===== config.mk =====
export PLATFORM = sky130hd
export DESIGN_NAME = fat_tree_imbalance_traffic_gen
export DESIGN_NICKNAME = d
export VERILOG_FILES = /design/src/rtl/fti_pkg.sv /design/src/rtl/fti_div.sv /design/src/rtl/fti_front.sv /design/src/rtl/fti_job_q.sv /design/src/rtl/fti_back.sv /design/src/rtl/fat_tree_imbalance_traffic_gen.sv
export SDC_FILE = /design/constraint.sdc
export NUM_CORES = 1
export LEC_CHECK = 0
export BUFFER_PORTS_ARGS = -buffer_cell sky130_fd_sc_hd__buf_2
export CAP_MARGIN = 0
export CORE_AREA = 5 5 247 249
export CTS_CLUSTER_SIZE = 40
export DETAILED_ROUTE_END_ITERATION = 16
export DIE_AREA = 0 0 252 254
export PLACE_DENSITY = 0.56
export RECOVER_POWER = 50
export SLEW_MARGIN = 25
export SYNTH_ARGS = -nofsm -noshare
export SYNTH_HDL_FRONTEND = slang
export SYNTH_SLANG_ARGS = --single-unit

===== constraint.sdc =====
create_clock -name clock -period 4.6 [get_ports clock]
set_clock_uncertainty 0.1 [all_clocks]
set_input_delay 0.92 -clock clock [delete_from_list [all_inputs] [get_ports clock]]
set_output_delay 0.92 -clock clock [all_outputs]
set_load 0.01 [all_outputs]

===== src/rtl/fti_pkg.sv =====
// ----------------------------------------------------------------------------
// fti_pkg
// Shared widths, register codes, structs and helpers for the fat-tree
// imbalance traffic generator.
// ----------------------------------------------------------------------------
package fti_pkg;

   localparam int MAX_RADIX   = 16;
   localparam int MAX_SERVERS = 1024;
   localparam int MIN_RADIX   = 4;
   localparam int MIN_SERVERS = 16;
   localparam int MIN_PATHS   = 4;
   localparam int MAX_PATHS   = 64;

   localparam int ADDR_W   = 10;
   localparam int RADIX_W  = 5;
   localparam int SERVER_W = 11;
   localparam int PATH_W   = 7;
   localparam int CSR_IDX_W = 2;
   localparam int CSR_DAT_W = 11;

   // shared divider: 11-bit dividend, 8-bit divisor
   localparam int DIVD_W = 11;
   localparam int DIVS_W = 8;
   localparam int DCNT_W = 4;

   localparam logic [CSR_IDX_W-1:0] CSR_RADIX   = 2'd0;
   localparam logic [CSR_IDX_W-1:0] CSR_SERVERS = 2'd1;
   localparam logic [CSR_IDX_W-1:0] CSR_PATHS   = 2'd2;

   typedef struct packed {
      logic [RADIX_W-1:0]  radix;
      logic [SERVER_W-1:0] servers;
      logic [PATH_W-1:0]   paths;
   } cfg_type;

   typedef struct packed {
      logic              start;
      logic [DIVD_W-1:0] dividend;
      logic [DIVS_W-1:0] divisor;
   } div_req_type;

   typedef struct packed {
      logic              done;
      logic [DIVD_W-1:0] quot;
      logic [DIVS_W-1:0] rem;
   } div_rsp_type;

   // one classified source, handed from front to back
   typedef struct packed {
      logic [ADDR_W-1:0] src;
      logic              ok;
      logic [4:0]        pods;
      logic [4:0]        fpp;
      logic [8:0]        pps;
      logic [3:0]        half;
      logic [7:0]        rpp;
      logic [7:0]        r0;
      logic [9:0]        roff0;
      logic [3:0]        port;
   } job_type;

   typedef struct packed {
      logic [ADDR_W-1:0] src;
      logic [ADDR_W-1:0] dst;
      logic              ok;
      logic              last;
   } result_type;

   function automatic logic [RADIX_W-1:0] eff_radix(input logic [RADIX_W-1:0] r);
      logic [RADIX_W-1:0] e;
      e = r & 5'h1E;
      if (e < RADIX_W'(MIN_RADIX)) e = RADIX_W'(MIN_RADIX);
      else if (e > RADIX_W'(MAX_RADIX & ~1)) e = RADIX_W'(MAX_RADIX & ~1);
      return e;
   endfunction

   function automatic logic [SERVER_W-1:0] eff_servers(input logic [SERVER_W-1:0] s);
      logic [SERVER_W-1:0] e;
      e = s;
      if (e < SERVER_W'(MIN_SERVERS)) e = SERVER_W'(MIN_SERVERS);
      else if (e > SERVER_W'(MAX_SERVERS)) e = SERVER_W'(MAX_SERVERS);
      return e;
   endfunction

   function automatic logic [PATH_W-1:0] eff_paths(input logic [PATH_W-1:0] p);
      logic [PATH_W-1:0] e;
      e = p;
      if (e < PATH_W'(MIN_PATHS)) e = PATH_W'(MIN_PATHS);
      else if (e > PATH_W'(MAX_PATHS)) e = PATH_W'(MAX_PATHS);
      return e;
   endfunction

endpackage


===== src/rtl/fti_div.sv =====
// ----------------------------------------------------------------------------
// fti_div
// Restoring radix-2 divider, one quotient bit per cycle.
// ----------------------------------------------------------------------------
module fti_div (
   input  logic                 clock,
   input  logic                 reset,
   input  fti_pkg::div_req_type req,
   output fti_pkg::div_rsp_type rsp
);
   import fti_pkg::*;

   logic [DIVD_W-1:0] quo_ff;
   logic [DIVS_W-1:0] rem_ff;
   logic [DIVS_W-1:0] dvs_ff;
   logic [DCNT_W-1:0] cnt_ff;
   logic              busy_ff;
   logic              done_ff;

   logic [DIVS_W:0]   trial;
   logic [DIVS_W:0]   diff;
   logic              ge;

   assign trial = {rem_ff, quo_ff[DIVD_W-1]};
   assign ge    = trial >= {1'b0, dvs_ff};
   assign diff  = trial - {1'b0, dvs_ff};

   always_ff @(posedge clock) begin
      if (reset) begin
         busy_ff <= 1'b0;
         done_ff <= 1'b0;
         cnt_ff  <= '0;
      end else begin
         done_ff <= 1'b0;
         if (req.start) begin
            quo_ff  <= req.dividend;
            rem_ff  <= '0;
            dvs_ff  <= req.divisor;
            cnt_ff  <= DCNT_W'(DIVD_W);
            busy_ff <= 1'b1;
         end else if (busy_ff) begin
            quo_ff <= {quo_ff[DIVD_W-2:0], ge};
            rem_ff <= ge ? diff[DIVS_W-1:0] : trial[DIVS_W-1:0];
            cnt_ff <= cnt_ff - 1'b1;
            if (cnt_ff == DCNT_W'(1)) begin
               busy_ff <= 1'b0;
               done_ff <= 1'b1;
            end
         end
      end
   end

   assign rsp.done = done_ff;
   assign rsp.quot = quo_ff;
   assign rsp.rem  = rem_ff;

endmodule


===== src/rtl/fti_front.sv =====
// ----------------------------------------------------------------------------
// fti_front
// Takes a source address, derives the tree geometry and the source's rack
// position through the shared divider, and queues a job for the back end.
// ----------------------------------------------------------------------------
module fti_front (
   input  logic                     clock,
   input  logic                     reset,
   input  fti_pkg::cfg_type         cfg,
   input  logic                     req_push,
   output logic                     req_full,
   input  logic [fti_pkg::ADDR_W-1:0] req_source_server,
   output fti_pkg::div_req_type     div_req,
   input  fti_pkg::div_rsp_type     div_rsp,
   output logic                     job_push,
   input  logic                     job_full,
   output fti_pkg::job_type         job
);
   import fti_pkg::*;

   typedef enum logic [3:0] {
      F_IDLE, F_PPS, F_FPP, F_RACKS, F_RPP, F_MYRACK, F_MRIP, F_OFFS, F_PUSH
   } state_type;

   state_type           state_ff, state_in;
   logic [ADDR_W-1:0]   src_ff;
   logic [8:0]          pps_ff;
   logic [4:0]          fpp_ff;
   logic [7:0]          rpp_ff;
   logic [3:0]          port_ff;
   logic [7:0]          r0_ff;
   logic [9:0]          roff0_ff;
   logic                ok_ff;

   logic [RADIX_W-1:0]  k_eff;
   logic [SERVER_W-1:0] s_eff;
   logic [PATH_W-1:0]   p_eff;
   logic [3:0]          half;
   logic                bad;
   logic [8:0]          r_next;
   logic [11:0]         roff_prod;

   assign k_eff = eff_radix(cfg.radix);
   assign s_eff = eff_servers(cfg.servers);
   assign p_eff = eff_paths(cfg.paths);
   assign half  = k_eff[4:1];

   // rpp comes straight off the divider in F_RPP
   assign bad = ({1'b0, src_ff} >= s_eff) || (div_rsp.quot == '0) || (fpp_ff == '0);

   assign r_next    = {1'b0, div_rsp.rem} + 9'd1;
   assign roff_prod = {4'd0, r0_ff} * {8'd0, half};

   always_comb begin
      state_in         = state_ff;
      div_req.start    = 1'b0;
      div_req.dividend = '0;
      div_req.divisor  = '0;
      unique case (state_ff)
         F_IDLE: begin
            if (req_push) begin
               div_req.start    = 1'b1;
               div_req.dividend = s_eff;
               div_req.divisor  = DIVS_W'(k_eff);
               state_in         = F_PPS;
            end
         end
         F_PPS: begin
            if (div_rsp.done) begin
               div_req.start    = 1'b1;
               div_req.dividend = DIVD_W'(p_eff);
               div_req.divisor  = DIVS_W'(k_eff);
               state_in         = F_FPP;
            end
         end
         F_FPP: begin
            if (div_rsp.done) begin
               div_req.start    = 1'b1;
               div_req.dividend = s_eff;
               div_req.divisor  = DIVS_W'(half);
               state_in         = F_RACKS;
            end
         end
         F_RACKS: begin
            if (div_rsp.done) begin
               div_req.start    = 1'b1;
               div_req.dividend = div_rsp.quot;
               div_req.divisor  = DIVS_W'(k_eff);
               state_in         = F_RPP;
            end
         end
         F_RPP: begin
            if (div_rsp.done) begin
               if (bad) begin
                  state_in = F_PUSH;
               end else begin
                  div_req.start    = 1'b1;
                  div_req.dividend = DIVD_W'(src_ff);
                  div_req.divisor  = DIVS_W'(half);
                  state_in         = F_MYRACK;
               end
            end
         end
         F_MYRACK: begin
            if (div_rsp.done) begin
               div_req.start    = 1'b1;
               div_req.dividend = div_rsp.quot;
               div_req.divisor  = rpp_ff;
               state_in         = F_MRIP;
            end
         end
         F_MRIP: begin
            if (div_rsp.done) state_in = F_OFFS;
         end
         F_OFFS:  state_in = F_PUSH;
         F_PUSH: begin
            if (!job_full) state_in = F_IDLE;
         end
         default: state_in = F_IDLE;
      endcase
   end

   always_ff @(posedge clock) begin
      if (reset) begin
         state_ff <= F_IDLE;
      end else begin
         state_ff <= state_in;
      end
      if (state_ff == F_IDLE && req_push) src_ff <= req_source_server;
      if (div_rsp.done) begin
         unique case (state_ff)
            F_PPS:    pps_ff   <= div_rsp.quot[8:0];
            F_FPP:    fpp_ff   <= div_rsp.quot[4:0];
            F_RPP: begin
               rpp_ff <= div_rsp.quot[7:0];
               ok_ff  <= !bad;
            end
            F_MYRACK: port_ff  <= div_rsp.rem[3:0];
            F_MRIP:   r0_ff <= (r_next == {1'b0, rpp_ff}) ? 8'd0 : r_next[7:0];
            default: ;
         endcase
      end
      if (state_ff == F_OFFS) roff0_ff <= roff_prod[9:0];
   end

   assign req_full = state_ff != F_IDLE;
   assign job_push = state_ff == F_PUSH && !job_full;

   assign job.src   = src_ff;
   assign job.ok    = ok_ff;
   assign job.pods  = k_eff;
   assign job.fpp   = fpp_ff;
   assign job.pps   = pps_ff;
   assign job.half  = half;
   assign job.rpp   = rpp_ff;
   assign job.r0    = r0_ff;
   assign job.roff0 = roff0_ff;
   assign job.port  = port_ff;

endmodule


===== src/rtl/fti_job_q.sv =====
// ----------------------------------------------------------------------------
// fti_job_q
// Two-entry queue of classified jobs between front and back.
// ----------------------------------------------------------------------------
module fti_job_q (
   input  logic             clock,
   input  logic             reset,
   input  logic             push,
   input  fti_pkg::job_type push_job,
   output logic             full,
   input  logic             pop,
   output fti_pkg::job_type pop_job,
   output logic             empty
);
   import fti_pkg::*;

   job_type    mem_ff [2];
   logic       wr_ff;
   logic       rd_ff;
   logic [1:0] cnt_ff;

   assign full    = cnt_ff == 2'd2;
   assign empty   = cnt_ff == 2'd0;
   assign pop_job = mem_ff[rd_ff];

   always_ff @(posedge clock) begin
      if (reset) begin
         wr_ff  <= 1'b0;
         rd_ff  <= 1'b0;
         cnt_ff <= '0;
      end else begin
         if (push) wr_ff <= ~wr_ff;
         if (pop)  rd_ff <= ~rd_ff;
         if (push && !pop)      cnt_ff <= cnt_ff + 2'd1;
         else if (pop && !push) cnt_ff <= cnt_ff - 2'd1;
      end
      if (push) mem_ff[wr_ff] <= push_job;
   end

endmodule


===== src/rtl/fti_back.sv =====
// ----------------------------------------------------------------------------
// fti_back
// Walks pods and rack switches for one job, one destination per cycle while
// the result buffer has room, into a two-entry result buffer.
// ----------------------------------------------------------------------------
module fti_back (
   input  logic                 clock,
   input  logic                 reset,
   input  fti_pkg::job_type     job,
   input  logic                 job_empty,
   output logic                 job_pop,
   output fti_pkg::result_type  rsp,
   output logic                 rsp_empty,
   input  logic                 rsp_pop
);
   import fti_pkg::*;

   typedef enum logic {B_IDLE, B_RUN} state_type;

   state_type  state_ff;
   job_type    cur_ff;
   logic [4:0] pod_ff;
   logic [4:0] flow_ff;
   logic [9:0] base_ff;
   logic [7:0] rack_ff;
   logic [9:0] roff_ff;

   result_type buf_ff [2];
   logic       wr_ff;
   logic       rd_ff;
   logic [1:0] cnt_ff;

   logic       emit;
   logic       last_now;
   logic       flow_end;
   logic       out_pop;
   logic [10:0] dst_sum;
   logic [7:0] rack_inc;
   logic       rack_wrap;
   result_type res;

   assign flow_end  = flow_ff == cur_ff.fpp - 5'd1;
   assign last_now  = !cur_ff.ok || (flow_end && pod_ff == cur_ff.pods - 5'd1);
   assign emit      = state_ff == B_RUN && cnt_ff != 2'd2;
   assign job_pop   = !job_empty && (state_ff == B_IDLE || (emit && last_now));
   assign out_pop   = rsp_pop && cnt_ff != 2'd0;

   assign rack_inc  = rack_ff + 8'd1;
   assign rack_wrap = rack_inc == cur_ff.rpp;
   assign dst_sum   = {1'b0, base_ff} + {1'b0, roff_ff} + {7'd0, cur_ff.port};

   assign res.src  = cur_ff.src;
   assign res.dst  = cur_ff.ok ? dst_sum[ADDR_W-1:0] : '0;
   assign res.ok   = cur_ff.ok;
   assign res.last = last_now;

   always_ff @(posedge clock) begin
      if (reset) begin
         state_ff <= B_IDLE;
         wr_ff    <= 1'b0;
         rd_ff    <= 1'b0;
         cnt_ff   <= '0;
      end else begin
         if (job_pop) begin
            state_ff <= B_RUN;
         end else if (emit && last_now) begin
            state_ff <= B_IDLE;
         end
         if (emit)    wr_ff <= ~wr_ff;
         if (out_pop) rd_ff <= ~rd_ff;
         if (emit && !out_pop)      cnt_ff <= cnt_ff + 2'd1;
         else if (out_pop && !emit) cnt_ff <= cnt_ff - 2'd1;
      end

      if (emit) buf_ff[wr_ff] <= res;

      if (job_pop) begin
         cur_ff  <= job;
         pod_ff  <= '0;
         flow_ff <= '0;
         base_ff <= '0;
         rack_ff <= job.r0;
         roff_ff <= job.roff0;
      end else if (emit) begin
         if (flow_end) begin
            // next pod restarts at the rack after the source's own
            flow_ff <= '0;
            pod_ff  <= pod_ff + 5'd1;
            base_ff <= base_ff + {1'b0, cur_ff.pps};
            rack_ff <= cur_ff.r0;
            roff_ff <= cur_ff.roff0;
         end else begin
            flow_ff <= flow_ff + 5'd1;
            rack_ff <= rack_wrap ? 8'd0 : rack_inc;
            roff_ff <= rack_wrap ? 10'd0 : roff_ff + {6'd0, cur_ff.half};
         end
      end
   end

   assign rsp       = buf_ff[rd_ff];
   assign rsp_empty = cnt_ff == 2'd0;

endmodule


===== src/rtl/fat_tree_imbalance_traffic_gen.sv =====
// ----------------------------------------------------------------------------
// fat_tree_imbalance_traffic_gen
// For one source server, emits path_count / k destinations in every pod of a
// k-ary fat tree, on the rack switches following the source's rack.
//
// Usage:
//  - req_*: push a source address while req_full is low. The front end holds
//    one address at a time and runs six divisions on a shared bit-serial
//    divider, then queues the job; req_full stays high until the job is queued,
//    and an invalid source stops after four divisions.
//  - rsp_*: results come out of a small queue; the oldest sits on the rsp_
//    ports while rsp_empty is low and leaves on rsp_pop.
//  - The back end produces one result per cycle while its buffer has room:
//    path_count / k rounded down per pod, times k pods (at most 64), or one
//    invalid result. The front end can take a new address while the back end
//    still emits results of earlier jobs; the two ends overlap through a
//    two-entry job queue.
//  - csr_*: writes to switch_radix, server_count, path_count; csr_ready is
//    always high. Write only while the block is idle.
//  - Reset clears all control state; registers return to 4, 16, 4.
//  - When rsp_pop stays low the result buffer fills, the back end stops,
//    then the job queue fills and req_full stays high.
// ----------------------------------------------------------------------------
module fat_tree_imbalance_traffic_gen (
   input  logic                           clock,
   input  logic                           reset,
   input  logic                           req_push,
   output logic                           req_full,
   input  logic [fti_pkg::ADDR_W-1:0]     req_source_server,
   output logic                           rsp_empty,
   input  logic                           rsp_pop,
   output logic [fti_pkg::ADDR_W-1:0]     rsp_source_addr,
   output logic [fti_pkg::ADDR_W-1:0]     rsp_dest_addr,
   output logic                           rsp_addr_valid,
   output logic                           rsp_last_flow,
   input  logic                           csr_valid,
   output logic                           csr_ready,
   input  logic [fti_pkg::CSR_IDX_W-1:0]  csr_index,
   input  logic [fti_pkg::CSR_DAT_W-1:0]  csr_wdata
);
   import fti_pkg::*;

   cfg_type     cfg_ff;
   div_req_type div_req;
   div_rsp_type div_rsp;
   job_type     front_job;
   job_type     back_job;
   logic        job_push;
   logic        job_full;
   logic        job_pop;
   logic        job_empty;
   result_type  rsp;

   assign csr_ready = 1'b1;

   always_ff @(posedge clock) begin
      if (reset) begin
         cfg_ff.radix   <= RADIX_W'(4);
         cfg_ff.servers <= SERVER_W'(16);
         cfg_ff.paths   <= PATH_W'(4);
      end else if (csr_valid && csr_ready) begin
         unique case (csr_index)
            CSR_RADIX:   cfg_ff.radix   <= csr_wdata[RADIX_W-1:0];
            CSR_SERVERS: cfg_ff.servers <= csr_wdata[SERVER_W-1:0];
            CSR_PATHS:   cfg_ff.paths   <= csr_wdata[PATH_W-1:0];
            default: ;
         endcase
      end
   end

   fti_div u_div (
      .clock (clock),
      .reset (reset),
      .req   (div_req),
      .rsp   (div_rsp)
   );

   fti_front u_front (
      .clock             (clock),
      .reset             (reset),
      .cfg               (cfg_ff),
      .req_push          (req_push),
      .req_full          (req_full),
      .req_source_server (req_source_server),
      .div_req           (div_req),
      .div_rsp           (div_rsp),
      .job_push          (job_push),
      .job_full          (job_full),
      .job               (front_job)
   );

   fti_job_q u_job_q (
      .clock    (clock),
      .reset    (reset),
      .push     (job_push),
      .push_job (front_job),
      .full     (job_full),
      .pop      (job_pop),
      .pop_job  (back_job),
      .empty    (job_empty)
   );

   fti_back u_back (
      .clock     (clock),
      .reset     (reset),
      .job       (back_job),
      .job_empty (job_empty),
      .job_pop   (job_pop),
      .rsp       (rsp),
      .rsp_empty (rsp_empty),
      .rsp_pop   (rsp_pop)
   );

   assign rsp_source_addr = rsp.src;
   assign rsp_dest_addr   = rsp.dst;
   assign rsp_addr_valid  = rsp.ok;
   assign rsp_last_flow   = rsp.last;

endmodule


# --- Yosys cells after proc, flatten, opt, wreduce, memory -nomap -nowiden ---
# Memory sizes are Yosys's and may differ from the RTL's. A register that Yosys moved wholly into a read port is not among the register bits.
# Cells that the tools add are included.
# W data, S select, Z words.
word_totals:
  register_bits: 226
  mem_bits_rw: 172
  input_bits: 28
  output_inout_bits: 25
  word_cells: 211
  mem_count: 2
mem_list:
  columns: ["name", "depth", "width", "read_ports", "rd_clocked_by_memory_dff", "wr", "line_no", "source"]
  rows:
  - ["u_job_q.mem_ff", 2, 64, 1, 1, 1, "fti_job_q.sv:17", "job_type mem_ff [2];"]
  - ["u_back.buf_ff", 2, 22, 1, 1, 1, "fti_back.sv:28", "result_type buf_ff [2];"]
op_classes:
  n_addsub: 16
  multipliers: 1
  n_lt_le_gt_ge: 8
  n_eq_ne: 27
  mux: 58
  bitwise_logic: 7
  n_reduce_logical: 51
ops:
  columns: ["cell", "n"]
  rows:
  - ["$mux W20", 7]
  - ["$pmux W20 S6", 1]
  - ["$mux W10", 5]
  - ["$mux W8", 6]
  - ["$mux W11", 4]
  - ["$mux W4", 11]
  - ["$pmux W4 S9", 1]
  - ["$reduce_and A2 Y1", 11]
  - ["$add A10 B4 Y10", 2]
  - ["$ne A2 B2 Y1 const B", 9]
  - ["$eq A4 B3 Y1 const B", 4]
  - ["$mux W5", 3]
  - ["$mux W1", 14]
  - ["$mux W7", 2]
  - ["$reduce_bool A2 Y1", 6]
  - ["$ge A10 B11 Y1", 1]
  - ["$gt A11 B11 Y1 const B", 1]
  - ["$logic_and A1 B1 Y1", 11]
  - ["$logic_not A11 Y1", 1]
  - ["$lt A11 B5 Y1 const B", 1]
  - ["$add A10 B10 Y10", 1]
  - ["$add A10 B9 Y10", 1]
  - ["$add A5 B1 Y5 const B", 2]
  - ["$eq A5 B5 Y1", 2]
  - ["other kinds (33)", 61]

# --- Longest topological paths before layout ---
logic_depth:
  word_depth: 11
  depth_mapped: 16
  ltp_nobuf: 15

# --- Hierarchy ---
# A second synthesis with hierarchy kept.
hier_totals:
  hier_cells: 1408
  area_unflattened_um2: 18796.8
by_module_without_submodules:
  columns: ["module", "n_inst", "cells_each", "area_per_inst_um2", "seq_area_each_um2"]
  rows:
  - ["fti_back", 1, 558, 7183.1, 4304.1]
  - ["fti_job_q", 1, 221, 4847.1, 3943.8]
  - ["fti_front", 1, 383, 3983.8, 1731.7]
  - ["fti_div", 1, 152, 1805.5, 930.9]
  - ["fat_tree_imbalance_traffic_gen", 1, 94, 977.2, 460.4]

# --- Worst setup path before layout ---
# OpenSTA, ideal clock, no wires.
synth_path:
  path_kind: "reg2reg"
  startpoint: "reg u_front.state_ff[1]"
  endpoint: "mem u_job_q.mem_ff[0][0] (netlist name) (enable)"
  setup_ns: 0.483
  arrival_time_ns: 3.946
  required_time_ns: 4.017
  slack_ns: 0.071
  path_stages_with_launch: 5
  n_path_buf: 1
  synth_period_minus_slack_ns: 4.529
  path_cell_list: "dfxtp_1 > or2_2 > clkbuf_1 > nor4b_1 > nor2b_1"
synth_via:
  elab_chain_len: 4
synth_rtl:
  columns: ["item", "line_no", "source"]
  rows:
  - ["start, declared", "fti_front.sv:25", "state_type state_ff, state_in;"]
  - ["start signal, assigned", "fti_front.sv:127", "state_ff <= state_in;"]
  - ["$eq A4 B4 Y1", "fti_front.sv:147", "assign job_push = state_ff == F_PUSH && !job_full;"]
  - ["$logic_and A1 B1 Y1", "fti_front.sv:147", null]
  - ["via job_push", "fat_tree_imbalance_traffic_gen.sv:48", "logic job_push;"]
  - ["$mux W1", "fti_job_q.sv:37", "if (push) mem_ff[wr_ff] <= push_job;"]
  - ["$mux W1 (implied by the code)", "fti_job_q.sv:37", null]
  - ["end, declared", "fti_job_q.sv:17", null]
# The timed path passes the listed nets, and every way through them passes these cells.

==> impl_metrics.toml <==
[run_status]
outcome = "complete, but fails checks"
violations = "max-capacitance violations, max-slew violations"

[logic_synthesis]
yosysSeqAreaShare_pct = 62.6
synth-async-reset-ratio_pct = 0
yosys.area_share.simple_pct = 9.51
synth_cells = 1292
synth_cell_types = 73
synth_nets = 1405
synth_xor_area_share_pct = 4.88
synth_ff_type = "edfxtp_1"
ys_ff_latch = 384
synth_area_per_cell_um2 = 13.5
synth_compound_area_share_pct = 7.07
synthAdderAreaFrac_pct = 6.97
synth_edf_count = 321
yosys_warnings = 0
synth_mux_area_share_pct = 6.51
synth_top_family_by_area = "simple AND/OR/NAND/NOR gates"
syn-cell-area_mm2 = 0.0174

[layout]
nNetsFinal = 1471
stdcell_count = 2162
fillers = 5674
drive_above_1_share_pct = 14.1
n_antenna_cell = 0
final_area_mm2 = 0.0199
multiInputGateArea_mm2 = 0.00610
final_common_cell = "edfxtp_1"
synthToLayoutAreaGrowth_pct = 14.4
ff_latch_area_mm2 = 0.0109
mostFrequentLayoutCells = "321 x edfxtp_1, 108 x nand2_1, 93 x nor2_1"

[detailed_routing]
met3_length_mm = 1.30
via_count = 10100
detail_route.vias_per_cell = 4.66
drcViolationCount = 0
drt-pass1-iter-count = 5
top_layer = "met4"
dr_wl_met2_mm = 16.3
antenna_left = 0
drt-initial-drc-count = 750
wirelength_mm = 35.4
wl_met1_mm = 16.9
wire_per_inst_um = 16.4

[power]
pwr_density_cell_mw_per_mm2 = 571
p_leak_nw = 7.29
ir_drop_uv = 345
totalPowerFinal_w = 0.0114

[setup_path]
crit_path_end_kind = "register"
cp_max_fo = 11
cp.arrival_ns = 4.20
required_ns = 4.78
startpoint_type = "register"
path_class = "reg2reg"

[sta]
finalMaxSlewViolations = 90
timing_hold_violations_final = 0
fmaxAchievable_mhz = 249
period_minus_slack_ns = 4.02
slew-limit-headroom_pct = -75.0
worst_pin_slew_ns = 2.63
timing.final.crit_share_pct = 87.4
rsz0062_at_grt = "no"
finalSetupViolCount = 0
setup_tns_ns = 0

[clock_network]
cts_resized = 0
worstSkewPairLatency_ns = 0.54
cts_setup_buffers = 0
cts-buffers-inserted = 41
cts_tree = "built"
htreeDepth = 2
cts_hold_buf = 0
clock-sinks = 384
path_clk_slew_ns = 0.06
cts_max_path_buffers = 3
clockRootBuffer = "clkbuf_16"

[grt]
grt_use_total_pct = 11.1
grt_pass1_wl_mm = 56.9
grt_antenna_before_repair = 0
grt_start_max_net_pins = 54
grt_overflow_total = 0
grt_pass1_vias = 10200

[die]
start_util_pct = 29.8
ios = 53
die_w_um = 252
core.rowCount = 89
die_h_um = 254
die_area_mm2 = 0.0640
core_mm2 = 0.0585

[placement]
place_hpwl_mm = 24.7
port_buffers = 51
dpl_cell_area_mm2 = 0.0186
placed_cells = 2088
place_congestion = 0.820

[flow_run]
drv_cap = 2

[hold_path]
worst_hold_path_type = "reg2reg"
routing by layer:
metal	track usage, %	vias up
li1	-	4857
met1	15.6	4993
met2	17.7	163
met3	1.70	59
met4	3.40	0
met5	0	-
final timing paths:
path                               start                               to  slack, ns  depth (start not counted)
max              cfg_ff[22]$_SDFFE_PP0P_    u_front.roff0_ff[9]$_DFFE_PN_       0.58                         14
min          u_front.pps_ff[0]$_DFFE_PP_  u_job_q.mem_ff[0][34]$_DFFE_PP_       0.35                          0
max reg2reg      cfg_ff[22]$_SDFFE_PP0P_    u_front.roff0_ff[9]$_DFFE_PN_       0.58                         14
min reg2reg  u_front.pps_ff[0]$_DFFE_PP_  u_job_q.mem_ff[0][34]$_DFFE_PP_       0.35                          0
stage by stage:
| step | utilization (%) | hold slack [ns] | worst slack, ns |
|---|---|---|---|
| after floorplan | - | 0.321 | 0.0708 |
| after global placement | 31.8 | 0.323 | 0.693 |
| after detailed placement | 31.8 | 0.332 | 0.612 |
| after CTS | 34.1 | 0.346 | 0.603 |
| after global routing | 34.1 | 0.361 | 0.323 |
| final | 34.1 | 0.347 | 0.580 |
report_power, final:
group	internal, W	switching (W)	total [W]	leakage [nW]
clock	0.00188	0.00133	0.00321	0.652
combinational	0.00133	0.00170	0.00304	3.15
sequential	0.00469	0.000427	0.00512	3.49
total	0.00790	0.00346	0.0114	7.29
logic make-up (layout without fill, tap and decap cells):
family,Yosys count,count (layout)
muxes,103,103
DFF,384,384
adders and majority gates,85,85
AOI/OAI and AO/OA,185,185
and+or+nand+nor,342,342
buffers and inverters,103,200
xor gates and xnor gates,89,89
other,1,1
worst max-delay path, cell delays in order, from the launching register on:
cell      delay, ns
dfxtp_1        0.54
inv_1          0.17
nand2_1        0.14
clkinv_1       0.27
nand2_1        0.19
fa_1           0.46
fa_1           0.54
inv_1          0.07
ha_1           0.28
a21o_1         0.17
a21oi_1        0.22
o21bai_1       0.09
a21oi_1        0.21
o21ai_0        0.14
xnor2_1        0.16
synthesized netlist by cell type (5+ instances only):
| library cell | instances | area, um2 |
|---|---|---|
| edfxtp_1 | 321 | 9640 |
| and3_1 | 9 | 56.3 |
| nand4_1 | 16 | 100 |
| ha_1 | 65 | 813 |
| clkbuf_1 | 26 | 97.6 |
| a21o_1 | 14 | 105 |
| buf_2 | 9 | 45.0 |
| o211ai_1 | 7 | 52.6 |
| nand2_1 | 108 | 405 |
| a221o_1 | 5 | 50.1 |
| mux2_2 | 81 | 912 |
| nand2b_1 | 12 | 75.1 |
| o21a_1 | 8 | 60.1 |
| or3_1 | 7 | 43.8 |
| xnor2_1 | 46 | 403 |
| fa_1 | 20 | 400 |
| inv_1 | 56 | 210 |
| nor4_1 | 6 | 37.5 |
| mux2i_1 | 22 | 220 |
| and2_1 | 28 | 175 |
| xor2_1 | 38 | 333 |
| a21oi_1 | 47 | 235 |
| o21ai_0 | 41 | 205 |
| nand3b_1 | 6 | 45.0 |
| nor2_1 | 93 | 349 |
| a22oi_1 | 20 | 150 |
| nor3_1 | 20 | 100 |
| dfxtp_1 | 63 | 1260 |
| nand3_1 | 9 | 45.0 |
| a211oi_1 | 6 | 45.0 |
| nor2b_1 | 12 | 75.1 |
area by class of cell:
class	instances	area share (%)
clock buffers	55	5.78
clock inverters	19	0.886
inverters	59	1.12
multi-input cells	805	30.6
flip-flops and latches	384	54.8
well taps	773	4.86
repair buffers	67	1.97
flip-flops by register name, summed over array words and instances, names as in the netlist, 2 cells and up, named ones only:
register,flops
u_job_q.mem_ff,118
u_back.cur_ff,59
u_back.buf_ff,44
cfg_ff,22
u_div.quo_ff,11
u_back.base_ff,10
u_back.roff_ff,10
u_front.roff0_ff,10
u_front.src_ff,10
u_front.pps_ff,9
u_back.rack_ff,8
u_div.dvs_ff,8
u_div.rem_ff,8
u_front.r0_ff,8
u_front.rpp_ff,8
u_back.flow_ff,5
u_back.pod_ff,5
u_front.fpp_ff,5
u_div.cnt_ff,4
u_front.port_ff,4
u_front.state_ff,4
u_back.cnt_ff,2
u_job_q.cnt_ff,2
(Power assumes the default switching activity.)
